## src/rtl/lgfp_pkg.sv

```systemverilog
// Package for the LED grayscale frame packer: request/result structs,
// function codes, state encoding and size constants. No dependencies.
package lgfp_pkg;

	localparam int CHANNELS_DEF = 16;
	localparam int LEVEL_W      = 16;
	localparam int GS_BITS      = 12;
	localparam int DIGIT_W      = 4;

	typedef enum logic [1:0] {
		FN_WRITE = 2'd0,
		FN_SET   = 2'd1,
		FN_ADD   = 2'd2,
		FN_SEND  = 2'd3
	} func_t;

	typedef enum logic [1:0] {
		ST_IDLE,
		ST_ADD,
		ST_SEND,
		ST_PAD
	} state_t;

	typedef struct packed {
		func_t                func;
		logic                 eye_sel;
		logic [3:0]           channel;
		logic [LEVEL_W-1:0]   level;
	} request_t;

	typedef struct packed {
		logic [LEVEL_W-1:0]   word;
		logic                 from_right;
		logic                 last;
	} result_t;

endpackage

```

## src/rtl/led_grayscale_frame_packer.sv

```systemverilog
// LED grayscale frame packer: two banks of levels, write/set/add commands
// and a 4-bit-digit serial packer producing 16-bit frame words. Uses lgfp_pkg.
// Write and set-all act on acceptance; add-all steps through the channels (one entry of
// each bank per cycle through a single adder per bank). Send shifts out 12 bits per
// channel, 4 per cycle, plus up to 3 zero-pad digits per bank; each word leaves the
// output register in the cycle after its last digit. The receiver cannot stall.
// Reset clears both banks to zero.
module led_grayscale_frame_packer
	import lgfp_pkg::*;
#(
	parameter int CHANNELS = CHANNELS_DEF
) (
	input  logic     clk,
	input  logic     arst_n,
	input  logic     start,
	output logic     busy,
	input  request_t request,
	output logic     result_valid,
	output result_t  result
);

	localparam int CW = $clog2(CHANNELS);
	localparam logic [CW-1:0] LAST_CH = CW'(CHANNELS - 1);

	state_t state_q, state_d;

	logic [LEVEL_W-1:0] left_q  [CHANNELS];
	logic [LEVEL_W-1:0] right_q [CHANNELS];

	logic [CW-1:0]        ch_q;
	logic [1:0]           dig_q;
	logic [1:0]           wcnt_q;
	logic                 eye_q;
	logic [LEVEL_W-1:0]   addend_q;
	logic [7:0]           sr_q;
	logic [LEVEL_W-1:0]   wacc_q;
	logic                 out_valid_q;
	result_t              out_q;

	logic                 accept;
	logic [LEVEL_W-1:0]   cur_lv;
	logic [LEVEL_W-1:0]   mag;
	logic [GS_BITS-1:0]   cur_gs;
	logic [DIGIT_W-1:0]   digit;
	logic [LEVEL_W-1:0]   wnext;
	logic                 eye_end;
	logic                 emit;
	logic                 eye_done;
	logic                 last_word;
	logic                 wr_hit;
	logic [CW-1:0]        wr_idx;

	assign accept = start && (state_q == ST_IDLE);
	assign busy   = (state_q != ST_IDLE);

	assign cur_lv = eye_q ? right_q[ch_q] : left_q[ch_q];
	// magnitude of the two's complement level; 0x8000 keeps 0x8000
	assign mag    = cur_lv[LEVEL_W-1] ? (LEVEL_W'(0) - cur_lv) : cur_lv;
	assign cur_gs = mag[GS_BITS-1:0];
	assign digit  = (dig_q == 2'd0) ? cur_gs[GS_BITS-1 -: DIGIT_W] : sr_q[7:4];
	assign wnext  = {wacc_q[LEVEL_W-DIGIT_W-1:0],
		(state_q == ST_PAD) ? DIGIT_W'(0) : digit};
	assign eye_end = (ch_q == LAST_CH) && (dig_q == 2'd2);

	assign wr_hit = (32'(request.channel) < 32'(CHANNELS));
	assign wr_idx = CW'(request.channel);

	always_ff @(posedge clk or negedge arst_n) begin
		if (!arst_n) begin
			state_q <= ST_IDLE;
		end else begin
			state_q <= state_d;
		end
	end

	always_comb begin
		state_d   = state_q;
		emit      = 1'b0;
		eye_done  = 1'b0;
		last_word = 1'b0;
		case (state_q)
			ST_IDLE: begin
				if (accept) begin
					case (request.func)
						FN_ADD:  state_d = ST_ADD;
						FN_SEND: state_d = ST_SEND;
						default: state_d = ST_IDLE;
					endcase
				end
			end
			ST_ADD: begin
				if (ch_q == LAST_CH) begin
					state_d = ST_IDLE;
				end
			end
			ST_SEND: begin
				emit = (wcnt_q == 2'd3);
				if (eye_end) begin
					if (wcnt_q == 2'd3) begin
						eye_done  = 1'b1;
						last_word = eye_q;
						if (eye_q) begin
							state_d = ST_IDLE;
						end
					end else begin
						state_d = ST_PAD;
					end
				end
			end
			ST_PAD: begin
				// zero digits fill the tail of a bank's final word
				emit = (wcnt_q == 2'd3);
				if (wcnt_q == 2'd3) begin
					eye_done  = 1'b1;
					last_word = eye_q;
					state_d   = eye_q ? ST_IDLE : ST_SEND;
				end
			end
			default: state_d = ST_IDLE;
		endcase
	end

	always_ff @(posedge clk or negedge arst_n) begin
		if (!arst_n) begin
			for (int i = 0; i < CHANNELS; i++) begin
				left_q[i]  <= '0;
				right_q[i] <= '0;
			end
			ch_q        <= '0;
			dig_q       <= '0;
			wcnt_q      <= '0;
			eye_q       <= 1'b0;
			out_valid_q <= 1'b0;
		end else begin
			out_valid_q <= emit;
			if (accept) begin
				ch_q   <= '0;
				dig_q  <= '0;
				wcnt_q <= '0;
				eye_q  <= 1'b0;
				case (request.func)
					FN_WRITE: begin
						if (wr_hit) begin
							if (request.eye_sel) begin
								right_q[wr_idx] <= request.level;
							end else begin
								left_q[wr_idx] <= request.level;
							end
						end
					end
					FN_SET: begin
						for (int i = 0; i < CHANNELS; i++) begin
							left_q[i]  <= request.level;
							right_q[i] <= request.level;
						end
					end
					default: ;
				endcase
			end
			case (state_q)
				ST_ADD: begin
					left_q[ch_q]  <= left_q[ch_q] + addend_q;
					right_q[ch_q] <= right_q[ch_q] + addend_q;
					ch_q <= (ch_q == LAST_CH) ? '0 : ch_q + 1'b1;
				end
				ST_SEND: begin
					wcnt_q <= wcnt_q + 1'b1;
					if (dig_q == 2'd2) begin
						dig_q <= '0;
						ch_q  <= (ch_q == LAST_CH) ? '0 : ch_q + 1'b1;
					end else begin
						dig_q <= dig_q + 1'b1;
					end
				end
				ST_PAD: begin
					wcnt_q <= wcnt_q + 1'b1;
				end
				default: ;
			endcase
			if (eye_done) begin
				eye_q <= ~eye_q;
			end
		end
	end

	// payload registers
	always_ff @(posedge clk) begin
		if (accept) begin
			addend_q <= request.level;
		end
		if (state_q == ST_SEND) begin
			sr_q <= (dig_q == 2'd0) ? cur_gs[7:0] : {sr_q[3:0], DIGIT_W'(0)};
		end
		if (state_q == ST_SEND || state_q == ST_PAD) begin
			wacc_q <= wnext;
		end
		if (emit) begin
			out_q.word       <= wnext;
			out_q.from_right <= eye_q;
			out_q.last       <= last_word;
		end
	end

	assign result_valid = out_valid_q;
	assign result       = out_q;

endmodule

```

## config.mk

```make
export PLATFORM = sky130hd
export DESIGN_NAME = led_grayscale_frame_packer
export DESIGN_NICKNAME = d
export VERILOG_FILES = /design/src/rtl/lgfp_pkg.sv /design/src/rtl/led_grayscale_frame_packer.sv
export SDC_FILE = /design/constraint.sdc
export NUM_CORES = 2
export LEC_CHECK = 0
export BUFFER_PORTS_ARGS = -buffer_cell sky130_fd_sc_hd__buf_2
export CAP_MARGIN = 10
export CORE_ASPECT_RATIO = 0.6
export CORE_MARGIN = 2
export CORE_UTILIZATION = 60
export DETAILED_ROUTE_END_ITERATION = 10
export HOLD_SLACK_MARGIN = 0.03
export PLACE_DENSITY = 0.76
export RECOVER_POWER = 50
export SLEW_MARGIN = 5
export SYNTH_ARGS = -nofsm -noshare
export SYNTH_HDL_FRONTEND = slang
export SYNTH_SLANG_ARGS = --single-unit
```

## constraint.sdc

```tcl
create_clock -name clk -period 11 [get_ports clk]
set_clock_uncertainty 0.2 [all_clocks]
set_input_delay 0 -clock clk [delete_from_list [all_inputs] [get_ports clk]]
set_output_delay 0 -clock clk [all_outputs]
set_load 0.03 [all_outputs]
```

== Yosys cells after proc, flatten, opt, wreduce, memory -nomap -nowiden ==
Cells that the tools add are included.

* Bits in registers: 578
* Input bits: 26
* Output and inout port bits: 20
* Logic and storage cells: 139

* $add $sub $neg: 6
* $lt $le $gt $ge: 4
* Equality and inequality tests: 14
* Multiplexer cells: 53
* Bitwise logic cells: 3
* Reductions and logical operators: 14

{| class="wikitable"
|+ Operators with widths
! kind !! count
|-
| $mux W256 || 6
|-
| $bwmux W256 || 4
|-
| $pmux W256 S2 || 2
|-
| $bmux W16 S4 || 2
|-
| $demux W16 S4 || 2
|-
| $mux W16 || 7
|-
| $add A16 B16 Y16 || 2
|-
| $mux W2 || 11
|-
| $mux W4 || 5
|-
| $eq A2 B2 Y1 const B || 6
|-
| $mux W12 || 1
|-
| $sub A1 B12 Y12 const A || 1
|-
| $ge A5 B5 Y1 const B || 2
|-
| $lt A5 B1 Y1 const B || 2
|-
| $not A4 Y5 || 2
|-
| $mux W8 || 1
|-
| $ne A2 B2 Y1 const B || 4
|-
| $pmux W2 S4 || 1
|-
| $pmux W4 S2 || 1
|-
| $reduce_bool A2 Y1 || 4
|-
| $mux W1 || 7
|-
| $logic_not A2 Y1 || 3
|-
| $reduce_and A5 Y1 || 1
|-
| $add A2 B1 Y2 const B || 2
|-
| 10 further kinds || 15
|}

== Logic depth before layout (Yosys ltp) ==
* Depth in word-level cells: 11
* Depth in mapped cells: 20

== Least setup slack after synthesis ==
OpenSTA, ideal clock, no wires.

* Kind: flip-flop to flip-flop
* Start: register ch_q[2]
* End: register left_q[110] (netlist name)
* Arrival time: 4.597 ns
* Data required time: 10.724 ns
* Setup slack: 6.126 ns
* Stages on the path, launching flop included: 17
* Period minus slack after synthesis: 4.874 ns
* Path through: dfrtp_1 clkbuf_1 clkbuf_1 buf_1 buf_1 clkbuf_1 mux2i_1 ha_1 a21o_1 a21o_1 a21o_1 or3_1 o21a_1 o311ai_1 clkbuf_1 nand2_1 o21ai_1

* Word-level cells in the longest chain between the ends: 7
* Elaborated cells on any way between the ends: 12

{| class="wikitable"
|+ Ends and longest elaborated chain
! what !! RTL line !! RTL
|-
| start: declaration || led_grayscale_frame_packer.sv:30 || <nowiki>logic [CW-1:0] ch_q;</nowiki>
|-
| start signal: assignment || led_grayscale_frame_packer.sv:164 || <nowiki>ch_q <= (ch_q == LAST_CH) ? '0 : ch_q + 1'b1;</nowiki>
|-
| start signal: assignment || led_grayscale_frame_packer.sv:170 || <nowiki>ch_q <= (ch_q == LAST_CH) ? '0 : ch_q + 1'b1;</nowiki>
|-
| $not A4 Y5 (implied by the code) (*) || led_grayscale_frame_packer.sv:162 || <nowiki>left_q[ch_q] <= left_q[ch_q] + addend_q;</nowiki>
|-
| $bmux W16 S4 (tied with other cells) || led_grayscale_frame_packer.sv:162 ||
|-
| $mux W16 (implied by the code) or $logic_and A1 B1 Y1 (tied branches) || led_grayscale_frame_packer.sv:162 ||
|-
| $mux W16 (implied by the code) || led_grayscale_frame_packer.sv:162 ||
|-
| $add A16 B16 Y16 or $demux W16 S4 (tied branches) || led_grayscale_frame_packer.sv:162 ||
|-
| $bwmux W256 (*) || led_grayscale_frame_packer.sv:162 ||
|-
| $mux W256 (*) || led_grayscale_frame_packer.sv:160 || <nowiki>case (state_q)</nowiki>
|-
| end signal: indexed assignment || led_grayscale_frame_packer.sv:147 || <nowiki>left_q[wr_idx] <= request.level;</nowiki>
|-
| end signal: indexed assignment || led_grayscale_frame_packer.sv:153 || <nowiki>left_q[i] <= request.level;</nowiki>
|-
| end signal: indexed assignment || led_grayscale_frame_packer.sv:162 ||
|-
| end: declaration || led_grayscale_frame_packer.sv:27 || <nowiki>logic [LEVEL_W-1:0] left_q [CHANNELS];</nowiki>
|}

Every way passes the cells marked *; elsewhere a longest branch is shown, timed or not. The select of a mux whose other input is x is not followed.
A chain may end at the register's enable or synchronous reset.

== Worst setup path after layout ==
* Start: register ch_q[0]
* End: register right_q[253] (netlist name)

* Word-level cells in the longest chain between the ends: 7
* Elaborated cells on any way between the ends: 12

{| class="wikitable"
|+ Ends and longest elaborated chain
! what !! RTL line !! RTL
|-
| $not A4 Y5 (implied by the code) (*) || led_grayscale_frame_packer.sv:163 || <nowiki>right_q[ch_q] <= right_q[ch_q] + addend_q;</nowiki>
|-
| $bmux W16 S4 (tied with other cells) || led_grayscale_frame_packer.sv:163 ||
|-
| $mux W16 (implied by the code) or $logic_and A1 B1 Y1 (tied branches) || led_grayscale_frame_packer.sv:163 ||
|-
| $mux W16 (implied by the code) || led_grayscale_frame_packer.sv:163 ||
|-
| $add A16 B16 Y16 or $demux W16 S4 (tied branches) || led_grayscale_frame_packer.sv:163 ||
|-
| $bwmux W256 (*) || led_grayscale_frame_packer.sv:163 ||
|-
| $mux W256 (*) || led_grayscale_frame_packer.sv:160 ||
|-
| end signal: indexed assignment || led_grayscale_frame_packer.sv:145 || <nowiki>right_q[wr_idx] <= request.level;</nowiki>
|-
| end signal: indexed assignment || led_grayscale_frame_packer.sv:154 || <nowiki>right_q[i] <= request.level;</nowiki>
|-
| end signal: indexed assignment || led_grayscale_frame_packer.sv:163 ||
|-
| end: declaration || led_grayscale_frame_packer.sv:28 || <nowiki>logic [LEVEL_W-1:0] right_q [CHANNELS];</nowiki>
|}

Marks and branches as above.

==> impl_metrics.json <==
{
  "status": "complete, but fails checks",
  "critPathLaunchType": "register",
  "violations": "max-capacitance violations, max-slew violations",
  "ios": 46,
  "layout-drive-gt1-share": 0.1394,
  "synth_area_um2": 32130,
  "min_period_over_period": 0.5794,
  "slew_violations": 597,
  "r2r_end": "right_q[253]$_DFF_PN0_",
  "dr_wl_met2_mm": 45.56,
  "cp.buffers_inverters": 3,
  "final_cell_mix": "dfrtp_1 (521), nor2_1 (399), nand2_1 (254)",
  "core-area_um2": 52700,
  "hpwl_mm": 69.28,
  "fmax_mhz": 156.9,
  "die_x_um": 302.7,
  "grt_pass1_wl_mm": 166.1,
  "routedWlPerCell_um": 29.43,
  "required_ps": 11250,
  "multi_input_area_um2": 16160,
  "dr_wl_met3_mm": 18.21,
  "clkTransAtPathRegs_ps": 70,
  "cp_top_family": "buffers and inverters",
  "fillers": 3931,
  "ant_nets": 0,
  "tns_ps": 0,
  "grt_usage": 0.4003,
  "crit_path_end": "right_q[253]$_DFF_PN0_",
  "met1Wirelength_mm": 41.77,
  "yosysUniqueCellTypes": 61,
  "placed_cell_area_um2": 32740,
  "power.leakage_nw": 14.52,
  "cts.sinks": 578,
  "area_growth_pct": 8.362,
  "nNetsFinal": 3068,
  "top_layer": "met5",
  "final_common_cell": "dfrtp_1",
  "hp-class": "primary input to register",
  "die_y_um": 183.2,
  "worstPathCellList": "buf_4 > buf_4 > mux4_2 > o21a_1 > mux2_2 > ha_1 > inv_1 > o21ai_0 > a211oi_1 > or4_1 > nand3b_1 > a21oi_1 > xor2_1 > mux2i_1",
  "root_buffer": "clkbuf_16",
  "timing.hold.ws_ps": 201.0,
  "grt_overflow": 0,
  "cpPeakStageDelay_ps": 970,
  "die_area_um2": 55470,
  "tightestPinTransition_ps": 5108,
  "reg2reg_depth": 14,
  "cts_setup_buffers": 0,
  "vias": 27200,
  "critical_path_arrival_ps": 6620,
  "power.density_nw_per_um2": 355.3,
  "synth_edf_count": 54,
  "seq_area_um2": 14740,
  "drv_cap": 12,
  "insertion_delay_ps": 640,
  "synth_top_area_frac": 0.4081,
  "relSlewSlack": -2.405,
  "gp_congestion": 1.001,
  "synth.avg_cell_area_um2": 10.38,
  "fin_ws_ps": 4627,
  "setup_viol_count_final": 0,
  "pre_cts_ws_ps": 4729,
  "ir_worst_vdd_uv": 319.6,
  "path_common_cell": "buf_4",
  "synth_warnings": 0,
  "cts_buffers": 53,
  "hold_viol": 0,
  "fp-row-count": 65,
  "crit_type": "register to register",
  "path_max_fanout": 36,
  "synth_seq_cells": 578,
  "clock_path_buffers": 3,
  "htreeDepth": 2,
  "total_power_w": 0.01237,
  "period_needed_ps": 6373,
  "numPortBuffers": 45,
  "grt_pass1_vias": 26530,
  "drc": 0,
  "syn_nets": 3165,
  "critPathCaptureType": "register",
  "drt-initial-drc-count": 4919,
  "cts_tree": "built",
  "crit_start": "ch_q[0]$_DFF_PN0_",
  "drt_first_pass_iters": 9,
  "r2r_start": "ch_q[0]$_DFF_PN0_",
  "rrSetupSlack_ps": 4630,
  "critPathSlowestCell": "xor2_1",
  "final_area_um2": 34810,
  "yosys.area.top_type": "dfrtp_1",
  "rsz0062_at_grt": "no",
  "synth_area_leaders": "dfrtp_1 (41%), mux4_2 (8.6%), mux2i_1 (7.3%)",
  "wirelength_mm": 110.4,
  "cp.depth": 14,
  "vias_per_cell": 7.250,
  "grt_antenna_before_repair": 8,
  "synthFlopType": "dfrtp_1",
  "async_reset_ff_frac": 0.9066,
  "syn_inst": 3096,
  "grt_max_degree": 159,
  "start_util": 0.6096,
  "seq_area_frac_synth": 0.4586
}
final cells by class:
class | count | share of cell area
inverters | 31 | 0.003378
clock inverters | 15 | 0.005858
well taps | 703 | 0.02527
diodes | 6 | 0.0004313
repair buffers | 152 | 0.02958
multi-input cells | 2183 | 0.4642
flip-flops and latches | 578 | 0.4235
clock buffers | 83 | 0.04780
worst min path at each step:
stage                     cells past startpoint        start  slack [ps]                endpoint
after floorplan                               0       arst_n        -500       ch_q[0]$_DFF_PN0_
after global placement                        1       arst_n        -130  right_q[122]$_DFF_PN0_
after detailed placement                      1       arst_n        -120  right_q[118]$_DFF_PN0_
after CTS                                     2   request[5]          90   addend_q[5]$_DFFE_PP_
after global routing                          5  request[17]         180   left_q[195]$_DFF_PN0_
final                                         5  request[19]         200   right_q[20]$_DFF_PN0_
repair_timing:
action | CTS | global route
gates resized for setup | 0 | 0
hold endpoints to repair | 455 | 0
hold buffers | 23 | 0
state kept, by name, summed over array words and instances (netlist names):
register,cells
state_q,2
result_valid,1
ch_q,4
sr_q,8
addend_q,16
wcnt_q,2
right_q,256
result,18
wacc_q,12
eye_q,1
dig_q,2
left_q,256
metal layers:
layer | vias to the layer above | track usage
met5 | - | 0.01146
met1 | 13420 | 0.5553
li1 | 11130 | -
met4 | 8 | 0.1511
met2 | 2230 | 0.5621
met3 | 408 | 0.1638
Yosys cell counts, drive strengths merged, types with 54 or more instances:
library cell	count
dfrtp	524
nor2	422
nand2	254
clkbuf	239
mux2i	233
o21ai	219
a21oi	213
a221oi	190
mux4	132
mux2	86
buf	65
nor2b	64
a211oi	55
edfxtp	54
worst reg2reg max path, stage by stage (launching register included):
cell,delay [ps]
dfrtp_4,660
buf_4,670
buf_4,830
mux4_2,630
o21a_1,190
mux2_2,270
ha_1,330
inv_1,40
o21ai_0,250
a211oi_1,180
or4_1,590
nand3b_1,120
a21oi_1,80
xor2_1,970
mux2i_1,190
through the flow:
step / util / std cells
2_1_floorplan: - / 3096
4_1_cts: 0.6614 / 3740
3_5_place_dp: 0.6213 / 3619
3_3_place_gp: 0.6213 / 3619
5_1_grt: 0.6605 / 3750
6_report: 0.6606 / 3751
cell families after synthesis:
logic type,count (synthesis),synth area share
AOI/OAI and AO/OA,811,0.1637
xor gates and xnor gates,32,0.008724
adders and majority gates,43,0.01721
buffers and inverters,335,0.04350
DFF,578,0.4586
muxes,451,0.1966
and+or+nand+nor,846,0.1117
power breakdown:
group / internal [W] / switching, W
combinational: 0.00244 / 0.00412
sequential: 0.00319 / 0.000598
clock: 0.00116 / 0.000864
total: 0.00679 / 0.00558
No activity file was read; power rests on OpenSTA's default activity.
